==> config.mk <==
export PLATFORM = sky130hd
export DESIGN_NAME = fcs_ctrl
export DESIGN_NICKNAME = d
export VERILOG_FILES = /design/src/rtl/core/fcs_pkg.sv /design/src/rtl/core/fcs_ctrl.sv
export VERILOG_INCLUDE_DIRS = /design/src /design/src/rtl/core
export SDC_FILE = /design/constraint.sdc
export NUM_CORES = 1
export LEC_CHECK = 0
export BUFFER_PORTS_ARGS = -buffer_cell sky130_fd_sc_hd__buf_2
export CORE_MARGIN = 5
export CORE_UTILIZATION = 27
export DETAILED_ROUTE_END_ITERATION = 16
export SLEW_MARGIN = 40
export SYNTH_ARGS = -nofsm -noshare
export SYNTH_HDL_FRONTEND = slang
export SYNTH_SLANG_ARGS = --single-unit
==> constraint.sdc <==
create_clock -name clk -period 3.13 [get_ports clk]
set_input_delay 0.1565 -clock clk [delete_from_list [all_inputs] [get_ports clk]]
set_output_delay 0.1565 -clock clk [all_outputs]
set_load 0.03 [all_outputs]
==> src/rtl/core/fabrik_chain_solver_core_assert.svh <==
// assertion macros shared by the fabrik chain solver rtl
// used inside modules that have clk and rst_n; no other dependencies
`ifndef FABRIK_CHAIN_SOLVER_CORE_ASSERT_SVH
`define FABRIK_CHAIN_SOLVER_CORE_ASSERT_SVH
`ifndef NO_ASSERTIONS
`define FCS_ASSERT_SAME(label, ante, cons) \
    label: assert property (@(posedge clk) disable iff (!rst_n) (ante) |-> (cons)) \
        else $error("fcs assertion failed");
`define FCS_ASSERT_NEXT(label, ante, cons) \
    label: assert property (@(posedge clk) disable iff (!rst_n) (ante) |=> (cons)) \
        else $error("fcs assertion failed");
`else
`define FCS_ASSERT_SAME(label, ante, cons)
`define FCS_ASSERT_NEXT(label, ante, cons)
`endif
`endif

==> src/rtl/core/fcs_pkg.sv <==
// package for the fabrik chain solver: sizes, payload structs, codes
// and the controller/datapath command interface; no dependencies
package fcs_pkg;

    localparam int MAX_JOINTS = 16;
    localparam int COORD_BITS = 24;
    localparam int IDXW       = $clog2(MAX_JOINTS);
    localparam int CNTW       = $clog2(MAX_JOINTS + 1);
    localparam int CFGW       = 23;
    localparam int RW         = COORD_BITS + 2;       // root / link length
    localparam int SQW        = 2 * RW;               // sum of squares
    localparam int UFRAC      = 30;                   // unit vector fraction bits
    localparam int UW         = UFRAC + 1;            // unit component magnitude
    localparam int PW         = RW + UW;              // multiplier product
    localparam int OFW        = PW - UFRAC;           // offset magnitude
    localparam int SUMW       = OFW + 2;              // coordinate plus offset
    localparam int NUMW       = RW + UFRAC;           // divider numerator
    localparam int DCNTW      = $clog2(UW + 1);

    typedef enum logic [1:0] {
        OP_CLEAR  = 2'd0,
        OP_APPEND = 2'd1,
        OP_MOVE   = 2'd2,
        OP_NONE   = 2'd3
    } opcode_t;

    typedef enum logic [1:0] {
        ST_OK     = 2'd0,
        ST_SHORT  = 2'd1,
        ST_REJECT = 2'd2,
        ST_FULL   = 2'd3
    } status_t;

    typedef enum logic {
        CFG_ARENA   = 1'b0,
        CFG_CAPTURE = 1'b1
    } cfg_idx_t;

    typedef struct packed {
        opcode_t            opcode;
        logic signed [23:0] point_x;
        logic signed [23:0] point_y;
    } item_t;

    typedef struct packed {
        logic [3:0]         joint_index;
        logic signed [23:0] joint_x;
        logic signed [23:0] joint_y;
        status_t            status;
        logic               last_of_run;
    } result_t;

    typedef enum logic [4:0] {
        DP_NOP,
        DP_LOAD_IN,
        DP_CLEAR,
        DP_APPEND,
        DP_EMIT_ZERO,
        DP_ARENA_SQ,
        DP_A_JOINT,
        DP_A_NEW,
        DP_B_JOINT,
        DP_B_NEW,
        DP_B_TGT,
        DP_AR_LD,
        DP_SQX,
        DP_SQY,
        DP_SUM,
        DP_ROOT_GO,
        DP_DIV_GO,
        DP_UNIT,
        DP_LEN_STORE,
        DP_LEN_LOAD,
        DP_LEN_CAP,
        DP_OFFX,
        DP_OFFY,
        DP_OFFEND,
        DP_TGT_FIX,
        DP_NEW_FROM_P,
        DP_NEW_FROM_J,
        DP_NEW_WRITE,
        DP_BAD_CLR,
        DP_AR_CHK,
        DP_COMMIT_EMIT
    } dp_op_t;

    typedef struct packed {
        dp_op_t          op;
        logic [IDXW-1:0] addr;
        status_t         st;
        logic            last;
    } cmd_t;

    typedef struct packed {
        logic [CNTW-1:0] count;
        logic            root_done;
        logic            div_done;
    } sts_t;

    typedef enum logic [2:0] {
        PH_TGT,
        PH_LEN,
        PH_BWD,
        PH_FWD,
        PH_ARENA
    } phase_t;

    typedef enum logic [5:0] {
        S_IDLE,
        S_CLEAR,
        S_APPEND,
        S_SHORT,
        S_ARSQ,
        S_T_A,
        S_T_B,
        S_M_SQX,
        S_M_SQY,
        S_M_SUM,
        S_M_RGO,
        S_M_RWAIT,
        S_M_DGO,
        S_M_DWAIT,
        S_M_UNIT,
        S_T_LEN,
        S_O_X,
        S_O_Y,
        S_O_END,
        S_T_FIX,
        S_L_A,
        S_L_B,
        S_L_ST,
        S_B_INIT,
        S_B_A,
        S_B_B,
        S_B_LEN,
        S_B_WR,
        S_F_INIT,
        S_F_A,
        S_F_B,
        S_F_LEN,
        S_F_WR,
        S_R_CLR,
        S_R_LD,
        S_R_CHK,
        S_EMIT
    } state_t;

    function automatic logic signed [COORD_BITS-1:0] sat_coord(
        input logic signed [SUMW-1:0] v);
        logic signed [SUMW-1:0] hi;
        logic signed [SUMW-1:0] lo;
        hi = SUMW'({1'b0, {(COORD_BITS-1){1'b1}}});
        lo = ~hi;
        if (v > hi)
            return hi[COORD_BITS-1:0];
        else if (v < lo)
            return lo[COORD_BITS-1:0];
        else
            return v[COORD_BITS-1:0];
    endfunction

endpackage

==> src/rtl/core/fcs_ctrl.sv <==
// controller of the fabrik chain solver: sequences clear, append and the
// measure, offset, arena check and emit steps of a move; depends on fcs_pkg
`include "fabrik_chain_solver_core_assert.svh"
module fcs_ctrl import fcs_pkg::*; (
    input  logic    clk,
    input  logic    rst_n,
    input  logic    start,
    input  opcode_t opcode,
    input  sts_t    sts,
    output logic    busy,
    output cmd_t    cmd
);

    state_t          state_reg, state_next;
    phase_t          phase_reg, phase_next;
    logic [IDXW-1:0] i_reg, i_next;
    logic [IDXW-1:0] nm1;
    logic [IDXW-1:0] ip1, im1;
    logic            full;

    assign nm1  = IDXW'(sts.count - 1'b1);
    assign ip1  = i_reg + 1'b1;
    assign im1  = i_reg - 1'b1;
    assign full = sts.count >= CNTW'(MAX_JOINTS);

    always_comb
    begin
        state_next = state_reg;
        phase_next = phase_reg;
        i_next     = i_reg;
        unique case (state_reg)
            S_IDLE:
            begin
                if (start)
                begin
                    unique case (opcode)
                        OP_CLEAR:  state_next = S_CLEAR;
                        OP_APPEND: state_next = S_APPEND;
                        OP_MOVE:   state_next = (sts.count < CNTW'(2)) ? S_SHORT : S_ARSQ;
                        OP_NONE:   state_next = S_IDLE;
                    endcase
                end
            end
            S_CLEAR, S_APPEND, S_SHORT: state_next = S_IDLE;
            S_ARSQ:
            begin
                state_next = S_T_A;
                phase_next = PH_TGT;
            end
            S_T_A:     state_next = S_T_B;
            S_T_B:     state_next = S_M_SQX;
            S_M_SQX:   state_next = S_M_SQY;
            S_M_SQY:   state_next = S_M_SUM;
            S_M_SUM:   state_next = (phase_reg == PH_ARENA) ? S_R_CHK : S_M_RGO;
            S_M_RGO:   state_next = S_M_RWAIT;
            S_M_RWAIT:
            begin
                if (sts.root_done)
                    state_next = (phase_reg == PH_LEN) ? S_L_ST : S_M_DGO;
            end
            S_M_DGO:   state_next = S_M_DWAIT;
            S_M_DWAIT:
            begin
                if (sts.div_done)
                    state_next = S_M_UNIT;
            end
            S_M_UNIT:
            begin
                priority if (phase_reg == PH_TGT)
                    state_next = S_T_LEN;
                else if (phase_reg == PH_BWD)
                    state_next = S_B_LEN;
                else
                    state_next = S_F_LEN;
            end
            S_T_LEN:   state_next = S_O_X;
            S_O_X:     state_next = S_O_Y;
            S_O_Y:     state_next = S_O_END;
            S_O_END:
            begin
                priority if (phase_reg == PH_TGT)
                    state_next = S_T_FIX;
                else if (phase_reg == PH_BWD)
                    state_next = S_B_WR;
                else
                    state_next = S_F_WR;
            end
            S_T_FIX:
            begin
                state_next = S_L_A;
                phase_next = PH_LEN;
                i_next     = '0;
            end
            S_L_A:     state_next = S_L_B;
            S_L_B:     state_next = S_M_SQX;
            S_L_ST:
            begin
                if (ip1 == nm1)
                    state_next = S_B_INIT;
                else
                begin
                    state_next = S_L_A;
                    i_next     = ip1;
                end
            end
            S_B_INIT:
            begin
                state_next = S_B_A;
                phase_next = PH_BWD;
                i_next     = nm1;
            end
            S_B_A:     state_next = S_B_B;
            S_B_B:     state_next = S_M_SQX;
            S_B_LEN:   state_next = S_O_X;
            S_B_WR:
            begin
                if (i_reg == IDXW'(1))
                    state_next = S_F_INIT;
                else
                begin
                    state_next = S_B_A;
                    i_next     = im1;
                end
            end
            S_F_INIT:
            begin
                state_next = S_F_A;
                phase_next = PH_FWD;
                i_next     = '0;
            end
            S_F_A:     state_next = S_F_B;
            S_F_B:     state_next = S_M_SQX;
            S_F_LEN:   state_next = S_O_X;
            S_F_WR:
            begin
                if (ip1 == nm1)
                    state_next = S_R_CLR;
                else
                begin
                    state_next = S_F_A;
                    i_next     = ip1;
                end
            end
            S_R_CLR:
            begin
                state_next = S_R_LD;
                phase_next = PH_ARENA;
                i_next     = '0;
            end
            S_R_LD:    state_next = S_M_SQX;
            S_R_CHK:
            begin
                if (i_reg == nm1)
                begin
                    state_next = S_EMIT;
                    i_next     = '0;
                end
                else
                begin
                    state_next = S_R_LD;
                    i_next     = ip1;
                end
            end
            S_EMIT:
            begin
                if (i_reg == nm1)
                    state_next = S_IDLE;
                else
                    i_next = ip1;
            end
            default:   state_next = S_IDLE;
        endcase
    end

    always_comb
    begin
        cmd.op   = DP_NOP;
        cmd.addr = i_reg;
        cmd.st   = ST_OK;
        cmd.last = 1'b0;
        unique case (state_reg)
            S_IDLE:    cmd.op = start ? DP_LOAD_IN : DP_NOP;
            S_CLEAR:   cmd.op = DP_CLEAR;
            S_APPEND:
            begin
                cmd.op   = full ? DP_EMIT_ZERO : DP_APPEND;
                cmd.addr = IDXW'(sts.count);
                cmd.st   = ST_FULL;
            end
            S_SHORT:
            begin
                cmd.op = DP_EMIT_ZERO;
                cmd.st = ST_SHORT;
            end
            S_ARSQ:    cmd.op = DP_ARENA_SQ;
            S_T_A:
            begin
                cmd.op   = DP_A_JOINT;
                cmd.addr = nm1;
            end
            S_T_B:     cmd.op = DP_B_TGT;
            S_M_SQX:   cmd.op = DP_SQX;
            S_M_SQY:   cmd.op = DP_SQY;
            S_M_SUM:   cmd.op = DP_SUM;
            S_M_RGO:   cmd.op = DP_ROOT_GO;
            S_M_DGO:   cmd.op = DP_DIV_GO;
            S_M_UNIT:  cmd.op = DP_UNIT;
            S_T_LEN:   cmd.op = DP_LEN_CAP;
            S_O_X:     cmd.op = DP_OFFX;
            S_O_Y:     cmd.op = DP_OFFY;
            S_O_END:   cmd.op = DP_OFFEND;
            S_T_FIX:   cmd.op = DP_TGT_FIX;
            S_L_A:     cmd.op = DP_A_JOINT;
            S_L_B:
            begin
                cmd.op   = DP_B_JOINT;
                cmd.addr = ip1;
            end
            S_L_ST:    cmd.op = DP_LEN_STORE;
            S_B_INIT:
            begin
                cmd.op   = DP_NEW_FROM_P;
                cmd.addr = nm1;
            end
            S_B_A:     cmd.op = DP_A_NEW;
            S_B_B:
            begin
                cmd.op   = DP_B_JOINT;
                cmd.addr = im1;
            end
            S_B_LEN:
            begin
                cmd.op   = DP_LEN_LOAD;
                cmd.addr = im1;
            end
            S_B_WR:
            begin
                cmd.op   = DP_NEW_WRITE;
                cmd.addr = im1;
            end
            S_F_INIT:
            begin
                cmd.op   = DP_NEW_FROM_J;
                cmd.addr = '0;
            end
            S_F_A:     cmd.op = DP_A_NEW;
            S_F_B:
            begin
                cmd.op   = DP_B_NEW;
                cmd.addr = ip1;
            end
            S_F_LEN:   cmd.op = DP_LEN_LOAD;
            S_F_WR:
            begin
                cmd.op   = DP_NEW_WRITE;
                cmd.addr = ip1;
            end
            S_R_CLR:   cmd.op = DP_BAD_CLR;
            S_R_LD:    cmd.op = DP_AR_LD;
            S_R_CHK:   cmd.op = DP_AR_CHK;
            S_EMIT:
            begin
                cmd.op   = DP_COMMIT_EMIT;
                cmd.last = (i_reg == nm1);
            end
            default:   cmd.op = DP_NOP;
        endcase
    end

    always_ff @(posedge clk or negedge rst_n)
    begin
        if (!rst_n)
        begin
            state_reg <= S_IDLE;
            phase_reg <= PH_TGT;
            i_reg     <= '0;
        end
        else
        begin
            state_reg <= state_next;
            phase_reg <= phase_next;
            i_reg     <= i_next;
        end
    end

    assign busy = (state_reg != S_IDLE);

    `FCS_ASSERT_NEXT(a_accept_busy, state_reg == S_IDLE && start && opcode != OP_NONE,
                     state_reg != S_IDLE)
    `FCS_ASSERT_SAME(a_move_len, state_reg == S_L_A, sts.count >= CNTW'(2))
    `FCS_ASSERT_SAME(a_emit_range, state_reg == S_EMIT, i_reg <= nm1)

endmodule

==> flow_results.xml <==
<?xml version="1.0" encoding="UTF-8"?>
<metrics>
  <group name="grt">
    <metric name="antenna_found_initial" unit="">0</metric>
    <metric name="first_global_vias" unit="">2686</metric>
    <metric name="grt_util_met2" unit="%">26.2</metric>
    <metric name="grt_util_met3" unit="%">1.83</metric>
    <metric name="grt_remaining_overflow" unit="">0</metric>
    <metric name="grt.total_usage" unit="%">15.1</metric>
    <metric name="grt_busiest_layer" unit="">met2</metric>
    <metric name="grt_pass1_wl" unit="um">14000</metric>
    <metric name="maximum_number_of_pins_on_one_net_before_global_route_repair" unit="">26</metric>
    <metric name="grt_use_met1" unit="%">19.3</metric>
  </group>
  <group name="power">
    <metric name="vdd_ir_drop_max" unit="uV">264</metric>
    <metric name="power_leakage" unit="nW">1.05</metric>
    <metric name="total_power" unit="W">0.00252</metric>
    <metric name="power_per_cell_area" unit="nW/um^2">928</metric>
  </group>
  <group name="detailed_routing">
    <metric name="detailedRoute.firstIterationViolations" unit="">258</metric>
    <metric name="routed_wire_length" unit="um">8580</metric>
    <metric name="num_vias" unit="">2865</metric>
    <metric name="post_drt_wl_per_cell" unit="um">18.4</metric>
    <metric name="number_of_remaining_drc_errors" unit="">0</metric>
    <metric name="vias_per_cell" unit="">6.13</metric>
    <metric name="drt_pass1_iterations" unit="">5</metric>
    <metric name="antenna_left" unit="">0</metric>
  </group>
  <group name="die">
    <metric name="initial_utilization" unit="%">28.0</metric>
    <metric name="core_area" unit="um^2">8810</metric>
    <metric name="core.rowCount" unit="">34</metric>
    <metric name="die_area" unit="um^2">11100</metric>
    <metric name="floorplan.die.width" unit="um">106</metric>
    <metric name="top_level_ports" unit="">25</metric>
    <metric name="die_h" unit="um">106</metric>
  </group>
  <group name="clocking">
    <metric name="clk_transition_reported_paths" unit="ns">0.05</metric>
    <metric name="post_cts_resized" unit="">0</metric>
    <metric name="clock-sinks" unit="">13</metric>
    <metric name="cts_tree" unit="">built</metric>
    <metric name="cts_max_level" unit="">1</metric>
    <metric name="ctsRootBufferMaster" unit="">sky130_fd_sc_hd__clkbuf_8</metric>
    <metric name="cts_post_setup_buffers_inserted" unit="">0</metric>
    <metric name="ctsLongestPathBuffers" unit="">2</metric>
    <metric name="worst_skew_pair.late_latency" unit="ns">0.24</metric>
    <metric name="cts_inserted_buffers" unit="">3</metric>
  </group>
  <group name="critical_path">
    <metric name="cpLargestDelayFamily" unit="">simple AND/OR/NAND/NOR gates</metric>
    <metric name="crit_path_max_incr_delay" unit="ns">0.85</metric>
    <metric name="regToRegStartpoint" unit="">state_reg[3]$_DFFE_PN0P_</metric>
    <metric name="rr_worst_depth" unit="">7</metric>
    <metric name="crit_arrival" unit="ns">2.75</metric>
    <metric name="crit_chain" unit="">nand2b_1 &gt; nor3_1 &gt; inv_1 &gt; o22ai_1 &gt; a2111oi_0 &gt; a21oi_1 &gt; buf_2</metric>
    <metric name="worst-r2r-setup-slack" unit="ns">0.57</metric>
    <metric name="critPathKind" unit="">flop to output port</metric>
    <metric name="timing.critical_path.fanout_max" unit="">21</metric>
    <metric name="worstPathBufferInverterCount" unit="">2</metric>
    <metric name="setup.worst_path.start" unit="">state_reg[4]$_DFFE_PN0P_</metric>
    <metric name="timing.critical_path.slowest_stage_cell" unit="">sky130_fd_sc_hd__dfrtp_1</metric>
    <metric name="worst-endpoint-required" unit="ns">2.97</metric>
    <metric name="endpoint_kind" unit="">output port</metric>
    <metric name="crit-reg2reg-capture" unit="">state_reg[1]$_DFFE_PN0P_</metric>
    <metric name="crit_path_start_kind" unit="">flop</metric>
  </group>
  <group name="placed_design">
    <metric name="place.detailed.hpwl" unit="um">6620</metric>
    <metric name="portBuffers" unit="">24</metric>
    <metric name="gp_congestion" unit="">0.937</metric>
  </group>
  <group name="timing">
    <metric name="grt_setup_unrepaired" unit="">false</metric>
    <metric name="drv_slew" unit="">0</metric>
    <metric name="setup_total_negative_slack" unit="ns">0</metric>
    <metric name="fin_clk_skew" unit="ns">0.000811</metric>
    <metric name="report.final.setup_viol" unit="">0</metric>
    <metric name="measured_slew_at_the_worst_slew_check_pin" unit="ns">0.887</metric>
    <metric name="fin_crit_sh" unit="%">92.7</metric>
    <metric name="relSlewSlack" unit="%">40.9</metric>
    <metric name="hold_slack" unit="ns">0.244</metric>
    <metric name="max_freq" unit="MHz">345</metric>
    <metric name="hold_violation_count_in_the_final_report" unit="">0</metric>
    <metric name="finalWorstPathRequiredPeriod" unit="ns">2.90</metric>
  </group>
  <group name="synth">
    <metric name="seq_area_frac_synth" unit="%">13.2</metric>
    <metric name="yosysUniqueCellTypes" unit="">83</metric>
    <metric name="synth_area" unit="um^2">2470</metric>
    <metric name="ys.flop_type" unit="">sky130_fd_sc_hd__dfrtp_1</metric>
    <metric name="netlist_instances" unit="">346</metric>
    <metric name="yosysWarnings" unit="">0</metric>
    <metric name="yosys_register_bits" unit="">13</metric>
    <metric name="asyncSetResetFlopFracSynth" unit="%">100</metric>
    <metric name="syn-num-nets" unit="">363</metric>
    <metric name="synth_edf_count" unit="">0</metric>
    <metric name="synthesis.area_per_instance" unit="um^2">7.13</metric>
  </group>
  <group name="final_layout">
    <metric name="final_layout_size_suffix_gt1_share" unit="%">16.7</metric>
    <metric name="total_nets_final" unit="">377</metric>
    <metric name="num-fill-cells" unit="">952</metric>
    <metric name="largest_reg_flops" unit="">6</metric>
    <metric name="areaGrowthSynthToFinish" unit="%">9.89</metric>
    <metric name="sequential_cell_area" unit="um^2">325</metric>
    <metric name="diodes" unit="">0</metric>
    <metric name="multi_input_area" unit="um^2">1930</metric>
  </group>
  <group name="run">
    <metric name="max-cap-violations" unit="">0</metric>
  </group>
  <group name="outcome">
    <metric name="outcome" unit="">finished clean</metric>
  </group>
  <group name="min_path">
    <metric name="hold_start" unit="">sts[1]</metric>
    <metric name="min_delay_worst_endpoint" unit="">state_reg[1]$_DFFE_PN0P_</metric>
    <metric name="hold_path_depth" unit="">3</metric>
    <metric name="timing.hold.worst.class" unit="">input port to flop</metric>
  </group>
</metrics>
-- worst max-delay path by stage --
| stage | end | slack [ns] | cells after the start |
|---|---|---|---|
| floorplan | cmd[5] | 0.56 | 6 |
| global placement | state_reg[1]$_DFFE_PN0P_ | 0.62 | 7 |
| detailed placement | cmd[6] | 0.55 | 7 |
| CTS | cmd[6] | 0.29 | 7 |
| global route | cmd[6] | 0.10 | 7 |
| finish | cmd[6] | 0.23 | 7 |
-- cell usage after synthesis, drive strengths merged, types with 3 or more instances --
master	n	area [um^2]
a21oi	31	155
nand2	27	101
nor2	27	104
o21ai	22	110
buf	20	123
nor3	18	95.1
inv	14	52.6
dfrtp	13	325
nand3	12	60.1
nand2b	10	62.6
nor2b	9	56.3
xnor2	9	86.3
a31oi	8	50.1
clkbuf	7	26.3
o22ai	7	43.8
or2	6	37.5
and3	5	36.3
ha	5	62.6
a211o	4	35.0
a211oi	4	35.0
a32oi	4	35.0
and2	4	26.3
nand3b	4	30.0
nand4	4	25.0
o221ai	4	41.3
o32a	4	40.0
xor2	4	35.0
and2b	3	23.8
o211ai	3	27.5
o311ai	3	33.8
o31a	3	26.3
-- metal layers --
layer	vias to the layer above	share of wire (%)	wire length [um]
met3	27	5.8	499
met1	1368	42	3610
met5	-	0	0
met2	133	49	4210
met4	0	3.1	269
li1	1337	-	-
-- metrics by stage --
step,instances,utilization [%],area (um^2),setup slack [ns]
CTS,467,30.8,2710,0.288
detailed placement,462,30.2,2660,0.547
global placement,462,30.2,2660,0.621
floorplan,346,-,2470,0.561
global route,467,30.8,2710,0.103
finish,467,30.8,2710,0.227
-- cell type report --
type	count	area share, %
multi-input combinational	290	71.3
inverter	16	2.22
sequential	13	12.0
clock buffer	4	1.66
tap	108	4.99
timing repair buffer	36	7.85
-- logic make-up (layout without fill, tap and decap cells) --
family / after synthesis / in the layout / synth area share [%]
AND/OR/NAND/NOR: 143 / 143 / 32.4
flip-flops: 13 / 13 / 13.2
buffers and inverters: 43 / 56 / 8.47
XOR/XNOR: 15 / 15 / 6.80
AO/OA/AOI/OAI: 123 / 123 / 34.9
adder cells (fa/ha/maj): 6 / 6 / 2.94
multiplexers: 3 / 3 / 1.32
-- cells in the final DEF, fill, tap and decap left out, drive strengths merged, types with 6 or more instances in the layout --
master,netlist,layout
nand3,12,12
a21oi,31,31
o21ai,22,22
or2,6,6
nor2,27,27
o22ai,7,7
inv,14,14
nor2b,9,9
xnor2,9,9
nand2,27,27
nor3,18,18
a31oi,8,8
buf,20,35
dfrtp,13,13
nand2b,10,10
-- worst register-to-register path: stages, from the launching register on --
cell and delay [ns]:
sky130_fd_sc_hd__dfrtp_1 0.67, sky130_fd_sc_hd__buf_4 0.29, sky130_fd_sc_hd__nor2b_1 0.50, sky130_fd_sc_hd__nand3_1 0.23
sky130_fd_sc_hd__or2_2 0.36, sky130_fd_sc_hd__o211ai_1 0.12, sky130_fd_sc_hd__nor4_1 0.08, sky130_fd_sc_hd__a32oi_1 0.22
-- power breakdown --
part	internal (W)	switching, W
clock	0.0000897	0.0000566
sequential	0.000226	0.000226
combinational	0.000716	0.00120
-- what timing repair did --
action / in CTS / in global routing
hold buffers: 1 / 0
hold endpoints to repair: 13 / 0
endpoints found under the setup margin: 0 / 0
(Power assumes the default switching activity.)
